[config.mk]
export PLATFORM = sky130hd
export DESIGN_NAME = tls_record_deframer_unit_flat
export DESIGN_NICKNAME = d
export VERILOG_FILES = /design/src/hw/rtl/trd_pkg.sv /design/src/hw/rtl/trd_if.sv /design/src/hw/rtl/trd_front.sv /design/src/hw/rtl/trd_queue.sv /design/src/hw/rtl/trd_back.sv /design/src/hw/rtl/tls_record_deframer_unit.sv /design/src/flat_wrapper.sv
export VERILOG_INCLUDE_DIRS = /design/src /design/src/hw/rtl
export SDC_FILE = /design/constraint.sdc
export NUM_CORES = 1
export LEC_CHECK = 0
export ABC_AREA = 0
export ABC_CLOCK_PERIOD_IN_PS = 3900
export BUFFER_PORTS_ARGS = -buffer_cell sky130_fd_sc_hd__buf_2
export CAP_MARGIN = 20
export CORE_UTILIZATION = 48
export DETAILED_ROUTE_END_ITERATION = 8
export PLACE_DENSITY = 0.78
export REMOVE_ABC_BUFFERS = 1
export SLEW_MARGIN = 20
export SYNTH_ARGS = -nofsm -noshare
export SYNTH_HDL_FRONTEND = slang
export SYNTH_HIERARCHICAL = 1
export SYNTH_SLANG_ARGS = --single-unit
export TNS_END_PERCENT = 10
[constraint.sdc]
create_clock -name clk -period 3.9 [get_ports clk]
set_clock_uncertainty 0.05 [all_clocks]
set_input_delay 0.195 -clock clk [delete_from_list [all_inputs] [get_ports clk]]
set_output_delay 0.195 -clock clk [all_outputs]
set_load 0.05 [all_outputs]
[src/hw/rtl/tls_record_deframer_unit_macros.svh]
// Assertion macros used by the record deframer back part.
`ifndef TLS_RECORD_DEFRAMER_UNIT_MACROS_SVH
`define TLS_RECORD_DEFRAMER_UNIT_MACROS_SVH

// Antecedent holds in a cycle, so the consequent must hold in the same cycle.
`define TRD_ASSERT_SAME(label, clk, rst_n, ante, cons) \
  label: assert property (@(posedge clk) disable iff (!rst_n) (ante) |-> (cons)) \
    else $error("same-cycle check failed");

// Antecedent holds in a cycle, so the consequent must hold in the next cycle.
`define TRD_ASSERT_NEXT(label, clk, rst_n, ante, cons) \
  label: assert property (@(posedge clk) disable iff (!rst_n) (ante) |=> (cons)) \
    else $error("next-cycle check failed");

`endif

[src/hw/rtl/trd_pkg.sv]
// Types and constants shared by the record deframer modules.
package trd_pkg;

  // Saturating byte counter and header fields.
  typedef logic [16:0] count_t;
  typedef logic [15:0] length_t;
  typedef logic [7:0]  byte_t;
  typedef logic [1:0]  cfg_index_t;

  // Header layout and counter limit.
  localparam count_t HDR_BYTES  = 17'd5;
  localparam count_t POS_LEN_HI = 17'd3;
  localparam count_t POS_LEN_LO = 17'd4;
  localparam count_t COUNT_MAX  = 17'h1FFFF;

  // Valid content types.
  localparam byte_t TYPE_LOW     = 8'd20;
  localparam byte_t TYPE_HIGH    = 8'd23;
  localparam byte_t TYPE_APPDATA = 8'd23;

  // Configuration register indexes and reset values.
  localparam cfg_index_t CFG_MAX_PLAIN  = 2'd0;
  localparam cfg_index_t CFG_MAX_CIPHER = 2'd1;
  localparam length_t MAX_PLAIN_RST  = 16'd16384;
  localparam length_t MAX_CIPHER_RST = 16'd16640;

  // Depth of the queue between the front and back parts.
  localparam int QUEUE_DEPTH = 2;

  // Final record status codes.
  typedef enum logic [1:0] {
    ST_OK       = 2'd0,
    ST_BAD_TYPE = 2'd1,
    ST_OVERFLOW = 2'd2,
    ST_LENGTH   = 2'd3
  } status_t;

  // One classified byte as it travels from the front part to the back part.
  typedef struct packed {
    byte_t   data;
    logic    pv;
    logic    last;
    count_t  seen;
    byte_t   rtype;
    length_t dlen;
  } item_t;

endpackage

[src/hw/rtl/trd_if.sv]
// Channel interfaces of the record deframer: input bytes, results and configuration.
interface trd_in_if;
  logic                valid;
  logic                ready;
  trd_pkg::byte_t      in_byte;
  logic                buffer_last;
  modport source (output valid, output in_byte, output buffer_last, input ready);
  modport sink   (input valid, input in_byte, input buffer_last, output ready);
endinterface

interface trd_out_if;
  logic                valid;
  logic                ready;
  trd_pkg::byte_t      payload_byte;
  logic                payload_valid;
  logic                record_done;
  logic [1:0]          status;
  trd_pkg::byte_t      content_type;
  trd_pkg::length_t    payload_length;
  trd_pkg::count_t     record_span;
  logic                span_complete;
  modport source (output valid, output payload_byte, output payload_valid,
                  output record_done, output status, output content_type,
                  output payload_length, output record_span, output span_complete,
                  input ready);
  modport sink   (input valid, input payload_byte, input payload_valid,
                  input record_done, input status, input content_type,
                  input payload_length, input record_span, input span_complete,
                  output ready);
endinterface

interface trd_cfg_if;
  logic                  valid;
  logic                  ready;
  trd_pkg::cfg_index_t   index;
  trd_pkg::length_t      data;
  modport source (output valid, output index, output data, input ready);
  modport sink   (input valid, input index, input data, output ready);
endinterface

[src/hw/rtl/trd_front.sv]
// Front part: accepts bytes, tracks the header and classifies each byte.
module trd_front (
  input  logic              clk,
  input  logic              rst_n,
  trd_in_if.sink            in_chan,
  input  logic              q_full,
  output logic              q_push,
  output trd_pkg::item_t    q_item
);

  trd_pkg::count_t  byte_count_r, byte_count_nxt;
  trd_pkg::byte_t   rtype_r, rtype_nxt;
  trd_pkg::length_t dlen_r, dlen_nxt;
  trd_pkg::count_t  pos;
  trd_pkg::count_t  seen;
  trd_pkg::byte_t   rtype_upd;
  trd_pkg::length_t dlen_upd;

  assign in_chan.ready = !q_full;
  assign q_push        = in_chan.valid && in_chan.ready;
  assign pos           = byte_count_r;

  // Capture header fields as their positions go by; the count saturates.
  always_comb begin
    rtype_upd = rtype_r;
    dlen_upd  = dlen_r;
    if (pos == '0) begin
      rtype_upd = in_chan.in_byte;
    end else if (pos == trd_pkg::POS_LEN_HI) begin
      dlen_upd = {in_chan.in_byte, dlen_r[7:0]};
    end else if (pos == trd_pkg::POS_LEN_LO) begin
      dlen_upd = {dlen_r[15:8], in_chan.in_byte};
    end
    seen = (pos < trd_pkg::COUNT_MAX) ? pos + 17'd1 : trd_pkg::COUNT_MAX;
  end

  // Classified transaction handed to the queue.
  always_comb begin
    q_item.data  = in_chan.in_byte;
    q_item.pv    = (pos >= trd_pkg::HDR_BYTES);
    q_item.last  = in_chan.buffer_last;
    q_item.seen  = seen;
    q_item.rtype = rtype_upd;
    q_item.dlen  = dlen_upd;
  end

  // The last byte of a buffer clears the header state for the next one.
  always_comb begin
    byte_count_nxt = byte_count_r;
    rtype_nxt      = rtype_r;
    dlen_nxt       = dlen_r;
    if (q_push) begin
      if (in_chan.buffer_last) begin
        byte_count_nxt = '0;
        rtype_nxt      = '0;
        dlen_nxt       = '0;
      end else begin
        byte_count_nxt = seen;
        rtype_nxt      = rtype_upd;
        dlen_nxt       = dlen_upd;
      end
    end
  end

  always_ff @(posedge clk) begin
    if (!rst_n) begin
      byte_count_r <= '0;
      rtype_r      <= '0;
      dlen_r       <= '0;
    end else begin
      byte_count_r <= byte_count_nxt;
      rtype_r      <= rtype_nxt;
      dlen_r       <= dlen_nxt;
    end
  end

endmodule

[src/hw/rtl/trd_queue.sv]
// Short queue of classified bytes between the front and back parts.
module trd_queue #(
  parameter int DEPTH = trd_pkg::QUEUE_DEPTH
) (
  input  logic              clk,
  input  logic              rst_n,
  input  logic              push,
  input  trd_pkg::item_t    push_item,
  output logic              full,
  input  logic              pop,
  output logic              pop_valid,
  output trd_pkg::item_t    pop_item
);

  localparam int PW = (DEPTH > 1) ? $clog2(DEPTH) : 1;
  localparam int CW = $clog2(DEPTH + 1);

  trd_pkg::item_t     mem_r [DEPTH];
  logic [PW-1:0]      wr_ptr_r, wr_ptr_nxt;
  logic [PW-1:0]      rd_ptr_r, rd_ptr_nxt;
  logic [CW-1:0]      cnt_r, cnt_nxt;

  assign full      = (cnt_r == CW'(DEPTH));
  assign pop_valid = (cnt_r != '0);
  assign pop_item  = mem_r[rd_ptr_r];

  // Pointers wrap at the depth; the count follows pushes and pops.
  always_comb begin
    wr_ptr_nxt = wr_ptr_r;
    rd_ptr_nxt = rd_ptr_r;
    cnt_nxt    = cnt_r;
    if (push) begin
      wr_ptr_nxt = (wr_ptr_r == PW'(DEPTH - 1)) ? '0 : wr_ptr_r + PW'(1);
    end
    if (pop) begin
      rd_ptr_nxt = (rd_ptr_r == PW'(DEPTH - 1)) ? '0 : rd_ptr_r + PW'(1);
    end
    if (push && !pop) begin
      cnt_nxt = cnt_r + CW'(1);
    end else if (pop && !push) begin
      cnt_nxt = cnt_r - CW'(1);
    end
  end

  always_ff @(posedge clk) begin
    if (!rst_n) begin
      wr_ptr_r <= '0;
      rd_ptr_r <= '0;
      cnt_r    <= '0;
    end else begin
      wr_ptr_r <= wr_ptr_nxt;
      rd_ptr_r <= rd_ptr_nxt;
      cnt_r    <= cnt_nxt;
    end
  end

  // Entry storage.
  always_ff @(posedge clk) begin
    if (push) begin
      mem_r[wr_ptr_r] <= push_item;
    end
  end

endmodule

[src/hw/rtl/trd_back.sv]
// Back part: limit registers, span and status evaluation, and the output register.
`include "tls_record_deframer_unit_macros.svh"

module trd_back (
  input  logic              clk,
  input  logic              rst_n,
  trd_cfg_if.sink           cfg_chan,
  input  logic              q_valid,
  input  trd_pkg::item_t    q_item,
  output logic              q_pop,
  trd_out_if.source         out_chan
);

  trd_pkg::length_t max_plain_r, max_plain_nxt;
  trd_pkg::length_t max_cipher_r, max_cipher_nxt;

  logic             ovalid_r, ovalid_nxt;
  trd_pkg::byte_t   pbyte_r, pbyte_nxt;
  logic             pvalid_r, pvalid_nxt;
  logic             done_r, done_nxt;
  trd_pkg::status_t status_r, status_nxt;
  trd_pkg::byte_t   ctype_r, ctype_nxt;
  trd_pkg::length_t plen_r, plen_nxt;
  trd_pkg::count_t  span_r, span_nxt;
  logic             compl_r, compl_nxt;

  logic             load;
  logic             type_ok;
  logic             len_over;

  // Configuration writes are always taken; unknown indexes are dropped.
  assign cfg_chan.ready = 1'b1;

  always_comb begin
    max_plain_nxt  = max_plain_r;
    max_cipher_nxt = max_cipher_r;
    if (cfg_chan.valid) begin
      if (cfg_chan.index == trd_pkg::CFG_MAX_PLAIN) begin
        max_plain_nxt = cfg_chan.data;
      end else if (cfg_chan.index == trd_pkg::CFG_MAX_CIPHER) begin
        max_cipher_nxt = cfg_chan.data;
      end
    end
  end

  // A queued transaction moves into the output register when it is free or draining.
  assign load  = q_valid && (!ovalid_r || out_chan.ready);
  assign q_pop = load;

  // Span report and final status of the queued byte.
  always_comb begin
    type_ok  = (q_item.rtype inside {[trd_pkg::TYPE_LOW:trd_pkg::TYPE_HIGH]});
    len_over = (q_item.rtype == trd_pkg::TYPE_APPDATA) ? (q_item.dlen > max_cipher_r)
                                                       : (q_item.dlen > max_plain_r);
    span_nxt  = '0;
    compl_nxt = 1'b0;
    if ((q_item.seen >= trd_pkg::HDR_BYTES) && (q_item.dlen <= max_cipher_r)) begin
      span_nxt  = trd_pkg::HDR_BYTES + {1'b0, q_item.dlen};
      compl_nxt = (q_item.seen >= span_nxt);
    end
    status_nxt = trd_pkg::ST_OK;
    ctype_nxt  = '0;
    plen_nxt   = '0;
    if (q_item.last) begin
      if (q_item.seen < trd_pkg::HDR_BYTES) begin
        status_nxt = trd_pkg::ST_LENGTH;
      end else if (!type_ok) begin
        status_nxt = trd_pkg::ST_BAD_TYPE;
      end else if (len_over) begin
        status_nxt = trd_pkg::ST_OVERFLOW;
      end else if ((q_item.seen - trd_pkg::HDR_BYTES) != {1'b0, q_item.dlen}) begin
        status_nxt = trd_pkg::ST_LENGTH;
      end else begin
        ctype_nxt = q_item.rtype;
        plen_nxt  = q_item.dlen;
      end
    end
    pbyte_nxt  = q_item.pv ? q_item.data : '0;
    pvalid_nxt = q_item.pv;
    done_nxt   = q_item.last;
  end

  // Output valid flag.
  always_comb begin
    ovalid_nxt = ovalid_r;
    if (load) begin
      ovalid_nxt = 1'b1;
    end else if (out_chan.ready) begin
      ovalid_nxt = 1'b0;
    end
  end

  always_ff @(posedge clk) begin
    if (!rst_n) begin
      max_plain_r  <= trd_pkg::MAX_PLAIN_RST;
      max_cipher_r <= trd_pkg::MAX_CIPHER_RST;
      ovalid_r     <= 1'b0;
    end else begin
      max_plain_r  <= max_plain_nxt;
      max_cipher_r <= max_cipher_nxt;
      ovalid_r     <= ovalid_nxt;
    end
  end

  // Result payload register.
  always_ff @(posedge clk) begin
    if (load) begin
      pbyte_r  <= pbyte_nxt;
      pvalid_r <= pvalid_nxt;
      done_r   <= done_nxt;
      status_r <= status_nxt;
      ctype_r  <= ctype_nxt;
      plen_r   <= plen_nxt;
      span_r   <= span_nxt;
      compl_r  <= compl_nxt;
    end
  end

  assign out_chan.valid          = ovalid_r;
  assign out_chan.payload_byte   = pbyte_r;
  assign out_chan.payload_valid  = pvalid_r;
  assign out_chan.record_done    = done_r;
  assign out_chan.status         = status_r;
  assign out_chan.content_type   = ctype_r;
  assign out_chan.payload_length = plen_r;
  assign out_chan.record_span    = span_r;
  assign out_chan.span_complete  = compl_r;

  // A failing status only appears on the last byte of a buffer.
  `TRD_ASSERT_SAME(a_status_on_done, clk, rst_n, ovalid_r && (status_r != trd_pkg::ST_OK), done_r)
  // A completed span always comes with a nonzero span.
  `TRD_ASSERT_SAME(a_complete_has_span, clk, rst_n, ovalid_r && compl_r, span_r != '0)
  // A held result stays put until it is taken.
  `TRD_ASSERT_NEXT(a_hold_result, clk, rst_n, ovalid_r && !out_chan.ready, ovalid_r && $stable(span_r))

endmodule

[src/hw/rtl/tls_record_deframer_unit.sv]
// Record deframer top level: an accepted byte passes through the queue and the back output register to the result.
// One byte is accepted per cycle, sustained, while results are taken every cycle.
// The queue and the back output register are each registered; the front part is combinational.
// Reset is synchronous and active low: the byte counter, the header fields, the queue
// and the output valid clear, and the length limits return to 16384 and 16640.
module tls_record_deframer_unit #(
  parameter int QUEUE_DEPTH = trd_pkg::QUEUE_DEPTH
) (
  input  logic       clk,
  input  logic       rst_n,
  trd_in_if.sink     in_chan,
  trd_out_if.source  out_chan,
  trd_cfg_if.sink    cfg_chan
);

  logic            q_full;
  logic            q_push;
  logic            q_pop;
  logic            q_valid;
  trd_pkg::item_t  q_push_item;
  trd_pkg::item_t  q_pop_item;

  // Header tracking and byte classification.
  trd_front u_front (
    .clk     (clk),
    .rst_n   (rst_n),
    .in_chan (in_chan),
    .q_full  (q_full),
    .q_push  (q_push),
    .q_item  (q_push_item)
  );

  // Decoupling queue.
  trd_queue #(
    .DEPTH (QUEUE_DEPTH)
  ) u_queue (
    .clk       (clk),
    .rst_n     (rst_n),
    .push      (q_push),
    .push_item (q_push_item),
    .full      (q_full),
    .pop       (q_pop),
    .pop_valid (q_valid),
    .pop_item  (q_pop_item)
  );

  // Status evaluation and output register.
  trd_back u_back (
    .clk      (clk),
    .rst_n    (rst_n),
    .cfg_chan (cfg_chan),
    .q_valid  (q_valid),
    .q_item   (q_pop_item),
    .q_pop    (q_pop),
    .out_chan (out_chan)
  );

endmodule
[src/flat_wrapper.sv]
// flat-port wrapper written by rule: the top's interface ports become plain ports
module tls_record_deframer_unit_flat 
#(
  parameter int QUEUE_DEPTH = trd_pkg::QUEUE_DEPTH
)
  (clk, rst_n, in_chan_valid, in_chan_in_byte, in_chan_buffer_last, in_chan_ready, out_chan_valid, out_chan_payload_byte, out_chan_payload_valid, out_chan_record_done, out_chan_status, out_chan_content_type, out_chan_payload_length, out_chan_record_span, out_chan_span_complete, out_chan_ready, cfg_chan_valid, cfg_chan_index, cfg_chan_data, cfg_chan_ready);
  trd_in_if in_chan_i ();
  trd_out_if out_chan_i ();
  trd_cfg_if cfg_chan_i ();
  input  logic clk;
  input  logic rst_n;
  input wire logic [$bits(in_chan_i.valid)-1:0] in_chan_valid;
  input wire logic [$bits(in_chan_i.in_byte)-1:0] in_chan_in_byte;
  input wire logic [$bits(in_chan_i.buffer_last)-1:0] in_chan_buffer_last;
  output wire logic [$bits(in_chan_i.ready)-1:0] in_chan_ready;
  output wire logic [$bits(out_chan_i.valid)-1:0] out_chan_valid;
  output wire logic [$bits(out_chan_i.payload_byte)-1:0] out_chan_payload_byte;
  output wire logic [$bits(out_chan_i.payload_valid)-1:0] out_chan_payload_valid;
  output wire logic [$bits(out_chan_i.record_done)-1:0] out_chan_record_done;
  output wire logic [$bits(out_chan_i.status)-1:0] out_chan_status;
  output wire logic [$bits(out_chan_i.content_type)-1:0] out_chan_content_type;
  output wire logic [$bits(out_chan_i.payload_length)-1:0] out_chan_payload_length;
  output wire logic [$bits(out_chan_i.record_span)-1:0] out_chan_record_span;
  output wire logic [$bits(out_chan_i.span_complete)-1:0] out_chan_span_complete;
  input wire logic [$bits(out_chan_i.ready)-1:0] out_chan_ready;
  input wire logic [$bits(cfg_chan_i.valid)-1:0] cfg_chan_valid;
  input wire logic [$bits(cfg_chan_i.index)-1:0] cfg_chan_index;
  input wire logic [$bits(cfg_chan_i.data)-1:0] cfg_chan_data;
  output wire logic [$bits(cfg_chan_i.ready)-1:0] cfg_chan_ready;
  assign in_chan_i.valid = in_chan_valid;
  assign in_chan_i.in_byte = in_chan_in_byte;
  assign in_chan_i.buffer_last = in_chan_buffer_last;
  assign in_chan_ready = in_chan_i.ready;
  assign out_chan_valid = out_chan_i.valid;
  assign out_chan_payload_byte = out_chan_i.payload_byte;
  assign out_chan_payload_valid = out_chan_i.payload_valid;
  assign out_chan_record_done = out_chan_i.record_done;
  assign out_chan_status = out_chan_i.status;
  assign out_chan_content_type = out_chan_i.content_type;
  assign out_chan_payload_length = out_chan_i.payload_length;
  assign out_chan_record_span = out_chan_i.record_span;
  assign out_chan_span_complete = out_chan_i.span_complete;
  assign out_chan_i.ready = out_chan_ready;
  assign cfg_chan_i.valid = cfg_chan_valid;
  assign cfg_chan_i.index = cfg_chan_index;
  assign cfg_chan_i.data = cfg_chan_data;
  assign cfg_chan_ready = cfg_chan_i.ready;
  tls_record_deframer_unit #(.QUEUE_DEPTH(QUEUE_DEPTH)) u_core (.clk(clk), .rst_n(rst_n), .in_chan(in_chan_i), .out_chan(out_chan_i), .cfg_chan(cfg_chan_i));
endmodule
# Word level (Yosys, flattened, before mapping)
# Memories as Yosys holds them, arrays and structs flattened. A register that Yosys moved wholly into a read port is not among the register bits.
# Cells that the tools add are included.
[classes]
bitwise_logic = 3
n_addsub = 7
eq_ne = 6
muxes = 23
order_cmp = 10
div = 0
mul = 0
shifts = 0
reduce_logical = 19
[op_table]
columns = ["op", "count"]
rows = [
  ["2-to-1 mux 16 bit", 3],
  [">= comparator 17 x 3 -> 1 bit (second input constant)", 2],
  ["2-to-1 mux 17 bit", 2],
  ["> comparator 16 bit", 2],
  ["2-to-1 mux 8 bit", 3],
  ["adder 17 x 1 -> 17 bit (second input constant)", 1],
  ["adder 3 x 16 -> 17 bit (first input constant)", 1],
  ["equality test 17 x 2 -> 1 bit (second input constant)", 1],
  ["equality test 17 x 3 -> 1 bit (second input constant)", 1],
  [">= comparator 17 bit", 1],
  ["zero test 17 bit", 1],
  ["less-than comparator 17 bit (second input constant)", 1],
  ["less-than comparator 17 x 3 -> 1 bit (second input constant)", 1],
  ["inequality test 17 x 16 -> 1 bit", 1],
  ["subtractor 17 x 3 -> 17 bit (second input constant)", 1],
  ["<= comparator 16 bit", 1],
  ["2-to-1 mux 2 bit", 6],
  ["2-to-1 mux 1 bit", 9],
  ["equality test 8 x 5 -> 1 bit (second input constant)", 1],
  [">= comparator 8 x 5 -> 1 bit (second input constant)", 1],
  ["<= comparator 8 x 5 -> 1 bit (second input constant)", 1],
  ["logical AND 1 bit", 6],
  ["nonzero test 2 bit", 3],
  ["OR reduction 5 bit", 1],
  ["11 further kinds", 17],
]
[word_totals]
memories = 1
rom_bits = 0
input_bits = 32
register_bits = 132
latchBits = 0
word_cells = 86
out_inout_bits = 57
ramBits = 102
[memory_table]
columns = ["name", "words", "width", "rd", "rd_clocked_by_memory_dff", "wr", "line_no", "rtl"]
rows = [
  ["u_core.u_queue.mem_r", 2, 51, 1, 1, 1, "trd_queue.sv:18", "trd_pkg::item_t mem_r [DEPTH];"],
]

# Depth between registers and ports, before layout
[logic_depth]
ltp_word = 7
depth_mapped = 15
mapped_depth_nobuf = 13

# Modules after synthesis
# Netlist, hierarchy kept.
[by_module_without_submodules]
columns = ["mod", "cells_each", "instances", "seq_area_each_um2", "area_per_inst_um2"]
rows = [
  ["trd_back", 563, 1, 2282.2, 5393.9],
  ["trd_queue", 181, 1, 3163.0, 3901.2],
  ["trd_front", 357, 1, 820.8, 2816.5],
]

# Worst setup path before layout
# No wires, ideal clock.
[synth_path]
path_kind = "register to register"
start = "register u_core.u_back.ovalid_r (netlist: u_core/u_back/out_chan.valid)"
end = "register u_core.u_queue.cnt_r[1]"
synth_period_minus_slack_ns = 4.312
path_slack_ns = -0.412
required_ns = 3.780
n_path_buf = 0
arrival_ns = 4.192
setup_time_ns = 0.070
path_stages_with_launch = 7
cell_sequence = "dfxtp_1 nor2b_1 nor2b_1 inv_1 ha_1 or3_1 a21boi_1"
[synth_between]
elab_chain_len = 6
elab_cells_between_ends = 8
cone_classes = "mux: 1; reduce/logical: 7"
[synth_rtl]
columns = ["item", "line_no", "rtl"]
rows = [
  ["start, declared", "trd_back.sv:17", "logic ovalid_r, ovalid_nxt;"],
  ["start signal, assigned", "trd_back.sv:101", "ovalid_r <= ovalid_nxt;"],
  ["zero test 1 bit *", "trd_back.sv:47", "assign load = q_valid && (!ovalid_r || out_chan.ready);"],
  ["logical OR 1 bit *", "trd_back.sv:47", ""],
  ["logical AND 1 bit *", "trd_back.sv:47", ""],
  ["net u_core.q_pop", "tls_record_deframer_unit.sv:18", "logic q_pop;"],
  ["zero test 1 bit", "trd_queue.sv:38", "if (push && !pop) begin"],
  ["logical AND 1 bit", "trd_queue.sv:38", ""],
  ["2-to-1 mux 2 bit / nonzero test 2 bit (equally long branches)", "n/a", ""],
  ["end signal, assigned", "trd_queue.sv:53", "cnt_r <= cnt_nxt;"],
  ["end, declared", "trd_queue.sv:21", "logic [CW-1:0] cnt_r, cnt_nxt;"],
]
# The timed path passes the listed nets; every way through them passes the cells marked *.
# A chain may end at the register's enable or synchronous reset.

==> qor.yml <==
status: "finished, final reports clean"
cts_sinks: 235
n_antenna_cell: 0
clkPwrFrac_pct: 23.8
swShare_pct: 39.3
overflow: 0
clock.fmax_mhz: 271
synth_warnings: 6
tightest_slew_ps: 1140
drc: 0
reg2regPathDepth: 9
min_to: "u_core/u_back/max_plain_r[14]"
setup_viol: 0
p_int_w: 0.00561
cp.arrival_ps: 4030
slew_headroom_pct: 24.0
worst_slack_ps: 207
antenna_found_initial: 0
worstSetupEndpointType: "flop"
comb_power_share_pct: 39.5
cts_root_buf: "clkbuf_16"
crit_buf_inv: 1
yosys-top-cells-area: "edfxtp_1, dfxtp_1, ha_1"
synth_common_cells: "nand2_1, edfxtp_1, dfxtp_1"
ys_async_sr_fraction_pct: 0
regToRegSetupSlack_ps: 210
io_pins: 89
path_cells: "buf_12 > mux2_2 > or3_4 > nor4_4 > nand2_1 > or4_1 > a2111oi_2 > and4_4 > and2_1"
cap_violations: 0
core_um2: 24500
yosysMostFrequentCell: "nand2_1"
p_leak_nw: 5.19
htreeDepth: 1
nNetsFinal: 1284
grt_pass1_vias: 8358
area_delta_synth_final_pct: 14.0
stdcell_count: 1539
cp_top_family: "simple AND/OR/NAND/NOR gates"
grt_start_max_net_pins: 56
vias_per_cell: 5.60
drt_wl_total_mm: 27.6
power_switching_w: 0.00364
rows: 57
multiInputGateArea_um2: 5320
pre_cts_slack_ps: 77.9
seqCellArea_um2: 6270
routedWlPerCell_um: 17.9
die_y_um: 161
path_class: "reg -> reg"
holdPathStages: 2
ir_worst_vdd_v: 0.000646
hpwl_mm: 19.4
period_share_pct: 94.7
cp.required_ps: 4240
gp_congestion: 1.01
dr.pass1.iters: 5
pwr-share-seq_pct: 36.7
power_density_nw_per_um2: 669
clk_latency_ps: 530
vias: 8622
synth_top_area_cell: "edfxtp_1"
grt_usage_pct: 21.4
fillers: 2017
synth_cells: 1101
start_util_pct: 49.4
hp-start: "rst_n"
crit_slowest_cell: "a2111oi_2"
hold_viol_final: 0
io_buffer_count: 87
total_power_w: 0.00924
post_synth_num_cell_types: 84
place_inst: 1467
fin_util_pct: 56.3
worst_setup_path_start_kind: "flop"
ys_ff_latch: 235
tns_ps: 0
clk_pin_slew_worst_paths_ps: 60
grt_pass1_wl_mm: 44.1
synth_area_um2: 12100
avgSynthCellArea_um2: 11.0
ys_seq_area_share_pct: 51.7
die_x_um: 161
drt_iter0_markers: 794
hold_class: "in -> reg"
final.min_clock_period_ps: 3690
die_area_um2: 25900
numCtsBuffers: 25
synth-edff-count: 156
ant_nets: 0
cp_slowest_stage_delay_ps: 590
synthFlopType: "edfxtp_1"
cp_max_fo: 28
cts_tree: "done"
drv_slew: 0
drive_above_1_share_pct: 19.9
synth_top_area_share_pct: 38.7
r2r-end: "u_core/u_back/out_chan.payload_length[0]"
clockBufferDepth: 3
[metrics by stage]
step / instance area [µm²] / hold WS (ps)
2_1_floorplan: 11700 / 234
3_3_place_gp: 12800 / 393
3_5_place_dp: 12800 / 397
4_1_cts: 13800 / 70.0
5_1_grt: 13800 / 97.2
6_report: 13800 / 91.6
[placed cells by master, fill, tap and decap left out, types with 14 or more instances in the layout]
cell type      synthesis  layout
a21oi_1               31      31
clkbuf_16              0      25
nand3_1               21      21
dlygate4sd3_1          0      26
dfxtp_1               79      78
edfxtp_1             156     156
nand4_1               21      21
and2_1                34      33
nor2_1                47      47
nand2_1              161     161
mux2_2                51      51
a31oi_1               27      27
xor2_1                21      21
ha_1                  56      56
inv_1                 44      44
buf_2                 15      87
buf_4                 21      22
and3_1                14      14
a21boi_0              30      30
xnor2_1               22      22
[per-layer routing]
metal / part of all wire, % / global-route usage [%] / vias up
met2: 47 / 35.2 / 269
met1: 45 / 29.3 / 4091
met3: 5.0 / 2.51 / 61
met4: 3.0 / 7.46 / 0
met5: 0 / 0 / -
li1: - / - / 4201
[sequential cells by signal, indices dropped and copies added (netlist names), named ones only]
name / flops
u_core/u_front/dlen_r: 16
u_core/u_back/out_chan.record_done: 1
u_core/u_back/max_plain_r: 16
u_core/u_back/out_chan.valid: 1
u_core/u_back/out_chan.status: 2
u_core/u_queue/mem_r: 102
u_core/u_back/out_chan.content_type: 8
u_core/u_front/rtype_r: 8
u_core/u_back/out_chan.payload_valid: 1
u_core/u_back/out_chan.span_complete: 1
u_core/u_queue/wr_ptr_r: 1
u_core/u_queue/cnt_r: 2
u_core/u_back/out_chan.payload_byte: 8
u_core/u_back/out_chan.payload_length: 16
u_core/u_back/out_chan.record_span: 17
u_core/u_front/byte_count_r: 17
u_core/u_back/max_cipher_r: 16
u_core/u_queue/rd_ptr_r: 1
[worst max path at each step]
stage	start	to	slack, ps	cells past startpoint
after floorplan	u_core/u_queue/cnt_r[0]	u_core/u_queue/mem_r[0][0]	-650	4
after CTS	flop	u_core/u_back/out_chan.payload_length[0]	60	9
after global routing	flop	u_core/u_back/out_chan.payload_length[0]	-60	9
after detailed placement	flop	u_core/u_back/out_chan.payload_length[0]	80	9
after global placement	flop	u_core/u_back/out_chan.content_type[0]	220	9
final	flop	u_core/u_back/out_chan.payload_length[0]	210	9
[layout make-up]
class,instances,area share (%)
inverters,46,1.25
well taps,324,2.93
flip-flops and latches,235,45.4
clock buffers,30,4.66
clock inverters,16,0.879
repair buffers,136,6.38
multi-input cells,752,38.5
[cells by family (layout without fill, tap and decap cells)]
| group | Yosys count | count (layout) | synth area share, % |
|---|---|---|---|
| other | 2 | 5 | 0.0620 |
| multiplexers | 67 | 67 | 6.48 |
| AO/OA/AOI/OAI | 184 | 184 | 10.6 |
| buffers and inverters | 117 | 228 | 4.62 |
| adder cells (fa/ha/maj) | 56 | 56 | 5.79 |
| AND/OR/NAND/NOR | 397 | 397 | 17.7 |
| flip-flops | 235 | 235 | 51.7 |
| XOR/XNOR | 43 | 43 | 3.11 |
[power by group through the flow]
| stage | Combinational (W) | Clock, W | Sequential (W) |
|---|---|---|---|
| 2_1_floorplan | 0.00163 | 0 | 0.00443 |
| 3_3_place_gp | 0.00357 | 0 | 0.00342 |
| 3_5_place_dp | 0.00358 | 0 | 0.00344 |
| 4_1_cts | 0.00362 | 0.00225 | 0.00340 |
| 5_1_grt | 0.00393 | 0.00234 | 0.00343 |
| 6_report | 0.00365 | 0.00220 | 0.00339 |
[what timing repair did]
item,in CTS,in global routing
resized for setup,0,2
endpoints found under the hold margin,59,0
hold buffers,26,0
setup buffers,0,0
endpoints found under the setup margin,0,19
(Power assumes the default switching activity.)
